===== src/design/tks_pkg.sv =====
// Shared types, constants and the exponential weight table of the top-k sampler.
// No dependencies; every other file of the block imports this package.
`timescale 1ns / 1ps
`default_nettype none
package tks_pkg;

  localparam int SCORE_W  = 16;
  localparam int TOKEN_W  = 13;
  localparam int WEIGHT_W = 16;
  localparam int INVT_W   = 16;
  localparam int KLIM_W   = 7;
  localparam int RAND_W   = 32;

  // Exponential table over arguments 0 down to -8.
  localparam int EXP_DEPTH = 256;
  localparam int EXP_IDX_W = $clog2(EXP_DEPTH);
  // The magnitude of the argument is Q16.16, so -8 is 8 << 16 = 2^19.
  localparam logic [31:0] EXP_ARG_LIMIT = 32'h0008_0000;
  localparam int EXP_SHIFT = 19 - EXP_IDX_W;

  // Terms of the Taylor sum of exp(-8/EXP_DEPTH) in Q32, each one truncated.
  localparam logic [63:0] EXP_T0  = 64'h1_0000_0000;
  localparam logic [63:0] EXP_T1  = (EXP_T0  * 64'd8) / (64'(EXP_DEPTH) * 64'd1);
  localparam logic [63:0] EXP_T2  = (EXP_T1  * 64'd8) / (64'(EXP_DEPTH) * 64'd2);
  localparam logic [63:0] EXP_T3  = (EXP_T2  * 64'd8) / (64'(EXP_DEPTH) * 64'd3);
  localparam logic [63:0] EXP_T4  = (EXP_T3  * 64'd8) / (64'(EXP_DEPTH) * 64'd4);
  localparam logic [63:0] EXP_T5  = (EXP_T4  * 64'd8) / (64'(EXP_DEPTH) * 64'd5);
  localparam logic [63:0] EXP_T6  = (EXP_T5  * 64'd8) / (64'(EXP_DEPTH) * 64'd6);
  localparam logic [63:0] EXP_T7  = (EXP_T6  * 64'd8) / (64'(EXP_DEPTH) * 64'd7);
  localparam logic [63:0] EXP_T8  = (EXP_T7  * 64'd8) / (64'(EXP_DEPTH) * 64'd8);
  localparam logic [63:0] EXP_T9  = (EXP_T8  * 64'd8) / (64'(EXP_DEPTH) * 64'd9);
  localparam logic [63:0] EXP_T10 = (EXP_T9  * 64'd8) / (64'(EXP_DEPTH) * 64'd10);
  localparam logic [63:0] EXP_T11 = (EXP_T10 * 64'd8) / (64'(EXP_DEPTH) * 64'd11);
  localparam logic [63:0] EXP_T12 = (EXP_T11 * 64'd8) / (64'(EXP_DEPTH) * 64'd12);
  localparam logic [63:0] EXP_T13 = (EXP_T12 * 64'd8) / (64'(EXP_DEPTH) * 64'd13);
  localparam logic [63:0] EXP_T14 = (EXP_T13 * 64'd8) / (64'(EXP_DEPTH) * 64'd14);
  localparam logic [63:0] EXP_T15 = (EXP_T14 * 64'd8) / (64'(EXP_DEPTH) * 64'd15);
  localparam logic [63:0] EXP_T16 = (EXP_T15 * 64'd8) / (64'(EXP_DEPTH) * 64'd16);
  localparam logic [63:0] EXP_T17 = (EXP_T16 * 64'd8) / (64'(EXP_DEPTH) * 64'd17);
  localparam logic [63:0] EXP_T18 = (EXP_T17 * 64'd8) / (64'(EXP_DEPTH) * 64'd18);
  localparam logic [63:0] EXP_T19 = (EXP_T18 * 64'd8) / (64'(EXP_DEPTH) * 64'd19);
  localparam logic [63:0] EXP_T20 = (EXP_T19 * 64'd8) / (64'(EXP_DEPTH) * 64'd20);
  // The step factor of the table: the terms with alternating signs.
  localparam logic [63:0] EXP_STEP = EXP_T0 - EXP_T1 + EXP_T2 - EXP_T3 + EXP_T4 - EXP_T5
                                     + EXP_T6 - EXP_T7 + EXP_T8 - EXP_T9 + EXP_T10
                                     - EXP_T11 + EXP_T12 - EXP_T13 + EXP_T14 - EXP_T15
                                     + EXP_T16 - EXP_T17 + EXP_T18 - EXP_T19 + EXP_T20;

  // Register indexes on the configuration port.
  localparam logic [1:0] REG_KEPT_LIMIT = 2'd0;
  localparam logic [1:0] REG_GREEDY     = 2'd1;
  localparam logic [1:0] REG_INV_TEMP   = 2'd2;

  // Reset values of the registers.
  localparam logic [KLIM_W-1:0] KEPT_LIMIT_RST = 7'd1;
  localparam logic [INVT_W-1:0] INV_TEMP_RST   = 16'd256;

  // Latency of the weight pipeline, from an entry at the head of the chain
  // to its weight.
  localparam int WEIGHT_LAT = 3;

  typedef logic [WEIGHT_W-1:0] exp_table_t [EXP_DEPTH];

  // Commands that the sequencer hands to every cell of the chain.
  typedef struct packed {
    logic insert;  // rank the incoming score
    logic trim;    // drop entries past the current limit
    logic rotate;  // every cell takes its lower neighbor, the head wraps to the tail
    logic clear;   // end of run: empty the chain
  } tks_cell_ctrl_t;

  // exp(-8j/EXP_DEPTH) in Q0.16. The step factor is a 21-term Taylor sum in
  // Q32, and the running product is rounded to nearest at each step.
  function automatic exp_table_t build_exp_table();
    logic [63:0] cur;
    logic [63:0] e;
    exp_table_t  t;
    cur = 64'h1_0000_0000;
    for (int n = 0; n < EXP_DEPTH; n++) begin
      e = (cur + 64'h8000) >> 16;
      t[n] = (e > 64'd65535) ? 16'hFFFF : e[WEIGHT_W-1:0];
      cur = (cur * EXP_STEP + 64'h8000_0000) >> 32;
    end
    return t;
  endfunction

  localparam exp_table_t EXP_TABLE = build_exp_table();

endpackage
`default_nettype wire


===== src/design/tks_cell.sv =====
// One cell of the ranking chain: holds one kept score and its id.
// Depends on tks_pkg for the score width and the command struct.
`timescale 1ns / 1ps
`default_nettype none
module tks_cell #(
  parameter int ID_W = 13
) (
  input  wire                              clk,
  input  wire                              rst,
  input  tks_pkg::tks_cell_ctrl_t          ctrl,
  input  wire                              in_range,
  input  wire signed [tks_pkg::SCORE_W-1:0] new_score,
  input  wire        [ID_W-1:0]            new_id,
  input  wire                              prev_ins,
  input  wire signed [tks_pkg::SCORE_W-1:0] prev_score,
  input  wire        [ID_W-1:0]            prev_id,
  input  wire                              prev_valid,
  input  wire signed [tks_pkg::SCORE_W-1:0] next_score,
  input  wire        [ID_W-1:0]            next_id,
  input  wire                              next_valid,
  output logic                             ins,
  output logic signed [tks_pkg::SCORE_W-1:0] score,
  output logic       [ID_W-1:0]            id,
  output logic                             valid
);
  import tks_pkg::*;

  logic take_new;
  logic take_prev;

  // The new score goes ahead of this entry only when strictly greater, so an
  // earlier id wins a tie. The first inserting cell takes the new score, the
  // cells behind it take their upper neighbor.
  assign ins       = in_range && (!valid || (new_score > score));
  assign take_new  = ins && !prev_ins;
  assign take_prev = ins && prev_ins;

  always_ff @(posedge clk) begin
    if (rst) begin
      valid <= 1'b0;
    end else if (ctrl.clear) begin
      valid <= 1'b0;
    end else if (ctrl.rotate) begin
      valid <= next_valid;
    end else if (ctrl.insert && take_new) begin
      valid <= 1'b1;
    end else if (ctrl.insert && take_prev) begin
      valid <= prev_valid;
    end else if (ctrl.trim && !in_range) begin
      valid <= 1'b0;
    end
  end

  always_ff @(posedge clk) begin
    if (ctrl.rotate) begin
      score <= next_score;
      id    <= next_id;
    end else if (ctrl.insert && take_new) begin
      score <= new_score;
      id    <= new_id;
    end else if (ctrl.insert && take_prev) begin
      score <= prev_score;
      id    <= prev_id;
    end
  end

endmodule
`default_nettype wire


===== config.mk =====
export PLATFORM = sky130hd
export DESIGN_NAME = tks_cell
export DESIGN_NICKNAME = d
export VERILOG_FILES = /design/src/design/tks_pkg.sv /design/src/design/tks_cell.sv
export SDC_FILE = /design/constraint.sdc
export NUM_CORES = 1
export LEC_CHECK = 0
export BUFFER_PORTS_ARGS = -buffer_cell sky130_fd_sc_hd__buf_2
export CORE_ASPECT_RATIO = 0.8
export CORE_MARGIN = 4
export CORE_UTILIZATION = 30
export CTS_BUF_LIST = sky130_fd_sc_hd__clkbuf_4 sky130_fd_sc_hd__clkbuf_8 sky130_fd_sc_hd__clkbuf_16
export DETAILED_ROUTE_END_ITERATION = 8
export PLACE_DENSITY = 0.7
export RECOVER_POWER = 25
export SYNTH_ARGS = -nofsm -noshare
export SYNTH_HDL_FRONTEND = slang
export SYNTH_SLANG_ARGS = --single-unit
export TNS_END_PERCENT = 100

===== constraint.sdc =====
create_clock -name clk -period 2.8 [get_ports clk]
set_input_delay 0.28 -clock clk [delete_from_list [all_inputs] [get_ports clk]]
set_output_delay 0.28 -clock clk [all_outputs]
set_load 0.02 [all_outputs]

==> run metrics <==
Crit Path Max Fanout 4; grt ovf 0; drt drc 0; status complete, no violations; Synthesis Warnings 0; power per cell area 473.7 nW/um^2; Skew-Pair Late Insertion Delay 0.29 ns; DRT iter0 DRCs just under 100; hold_buf cts 0; largest net degree at the start of global routing 59; CTS tree built; diodes inserted 0; dpl hpwl 5792 um; Worst Hold Class input port to flip-flop; Min Hold Slack between 0.2 and 0.3 ns; placed insts 448; Final Critical Period 2.770 ns; Worst VDD drop approximately 270 uV; initial antenna violation count 0; Detailed Routing Iterations Pass 1 4; synthesis-stage register bit count 30; Pins Over Slew Limit 0; Area Growth Syn to Fin 47.67%; clk buf depth 2; mapped cell area 2255 sq um; Tightest Pin Transition 0.6056 ns; Place WS -0.07476 ns; Final ANT Viol Nets 0; # rows 27; final core utilization between 40 and 50%; highest clock rate 361.0 MHz; Sink Count 30; Total GRT Usage 16.03%; Synth cell types 30; clock root buffer clkbuf_8; routed via count 2,414; slew margin rel. 59.63%; DR WL/cell approximately 16 um; Max Cap Violations 0; Chip Width 104.9 um; CORE AREA between 7000 and 8000 sq um; final net count 486; Setup Viol. Count Final 0; fin crit share 98.93%; startpoint types flip-flop; register area share after synthesis 39.51%; Setup CP Type flip-flop to primary output; CTS buffer count 5; syn_nets ~360; share of layout cells above drive strength 1 42.78%; vias in the first global route 2,404; P_leak ~1.6 nW; final std cells w/o fill 461; final wirelength 7431 um; Die H roughly 86 um; Buffers on Ports 127; Clock Skews 0.01002 ns; Final Hold Vio Count 0; final setup margin 0.02991 ns; worst endpoint data arrival time 2.49 ns; Yosys top cell area share about two fifths; area of the die 8975 sq um; Mean Syn Cell Area 9.317 sq um; Boundary Pins 128; RSZ-0062 raised after global routing yes; post-synth top area cell edfxtp_1; top cells by area, synth edfxtp_1 (39%), o311ai_0 (19%), ha_1 (8.9%); worst path required time 2.52 ns; Worst setup EP type primary output; drt via density 5.236; RePlAce Congestion approximately 0.82; Post-Syn Instances between 200 and 250; first-pass GRT wire length approximately 12,000 um; Initial Util between 30% and 40%; Worst-path clk slew 0.07 ns; H-tree levels 2
## synthesized netlist by cell type (all sizes together)
library cell,number
mux2i,1
or2b,1
nor3,1
nor4,1
a211oi,3
edfxtp,29
dfxtp,1
or3,1
nand4,3
ha,16
nand2b,1
o311ai,58
clkbuf,15
o31a,1
o21bai,1
and2,1
a21oi,7
nand3,1
o221ai,2
a21o,2
nor4bb,1
nor2,4
buf,6
inv,49
nand2,36
## logic make-up (layout without fill, tap and decap cells)
logic type	count (synthesis)	count (layout)	share of synthesized area, %
DFF	30	30	39.51
buffers and inverters	70	202	12.49
and+or+nand+nor	51	51	11.43
adders and majority gates	16	16	8.879
muxes	1	1	0.4440
AOI/OAI and AO/OA	74	74	27.25
## stage by stage
step / setup TNS, ns / cell area [sq um] / total power (W)
2_1_floorplan: -0.009768 / 2318 / 0.0008826
3_3_place_gp: 0 / 3117 / 0.001090
3_5_place_dp: -0.1239 / 3117 / 0.001101
4_1_cts: 0 / 3243 / 0.001562
5_1_grt: -1.281 / 3329 / 0.001669
6_report: 0 / 3329 / 0.001577
## final timing paths
path | startpoint | endpoint | slack, ns | cells after the start
min | next_score[8] | score[8] | 0.29 | 3
max | score[5] | ins | 0.03 | 10
max reg2reg | score[5] | score[11] | 0.09 | 11
min reg2reg | valid | valid | 0.51 | 2
## layer usage
layer  part of all wire [%]  track usage, %  up-vias
met5                      0               0        -
met1                     41           19.96     1114
met3                    9.5           5.117       16
met2                     47           26.27      106
li1                       -               -     1178
met4                    2.2           5.721        0
## final cells by class
class                      count  area [sq um]
inverter                      49         187.7
fill                         712          3765
timing repair buffer         145         822.0
multi-input combinational    142          1206
sequential                    30         890.9
tap                           87         108.9
clock buffer                   7         83.83
clock inverter                 1         30.03
## power by group
group          internal [W]  switching [W]  total, W
Sequential         0.000561      0.0000228  0.000584
Combinational      0.000228       0.000310  0.000539
Clock              0.000285       0.000169  0.000455
## critical path, stage by stage (launching register included)
cell and delay (ns):
edfxtp_1 0.35, inv_1 0.07, ha_4 0.26, nand4_1 0.18
nor4_4 0.35, buf_4 0.18, a211oi_4 0.06, nor4bb_4 0.38
buf_4 0.20, nor2_2 0.04, buf_6 0.12
## cells in the final DEF, fill, tap and decap left out, drive strengths merged
master / instances
nor4bb: 1
buf: 133
o31a: 1
a21oi: 7
nor4: 1
or3: 1
dfxtp: 1
a211oi: 3
nor2: 4
nand2b: 1
or2b: 1
mux2i: 1
nand3: 1
o221ai: 2
o311ai: 58
ha: 16
nand4: 3
edfxtp: 29
clkbuf: 19
nor3: 1
nand2: 36
and2: 1
clkinvlp: 1
o21bai: 1
bufinv: 1
inv: 48
a21o: 2
## registers in the layout, summed over array words and instances, names as in the netlist
name / count
id: 13
score: 16
valid: 1
## what timing repair did
action                     4_1_cts  5_1_grt
pin swaps                        2        6
setup buffers                    1        4
gates resized for setup          6       25
setup endpoints to repair        6       59
cloned                           0        1
Power figures use the tool's default switching activity.
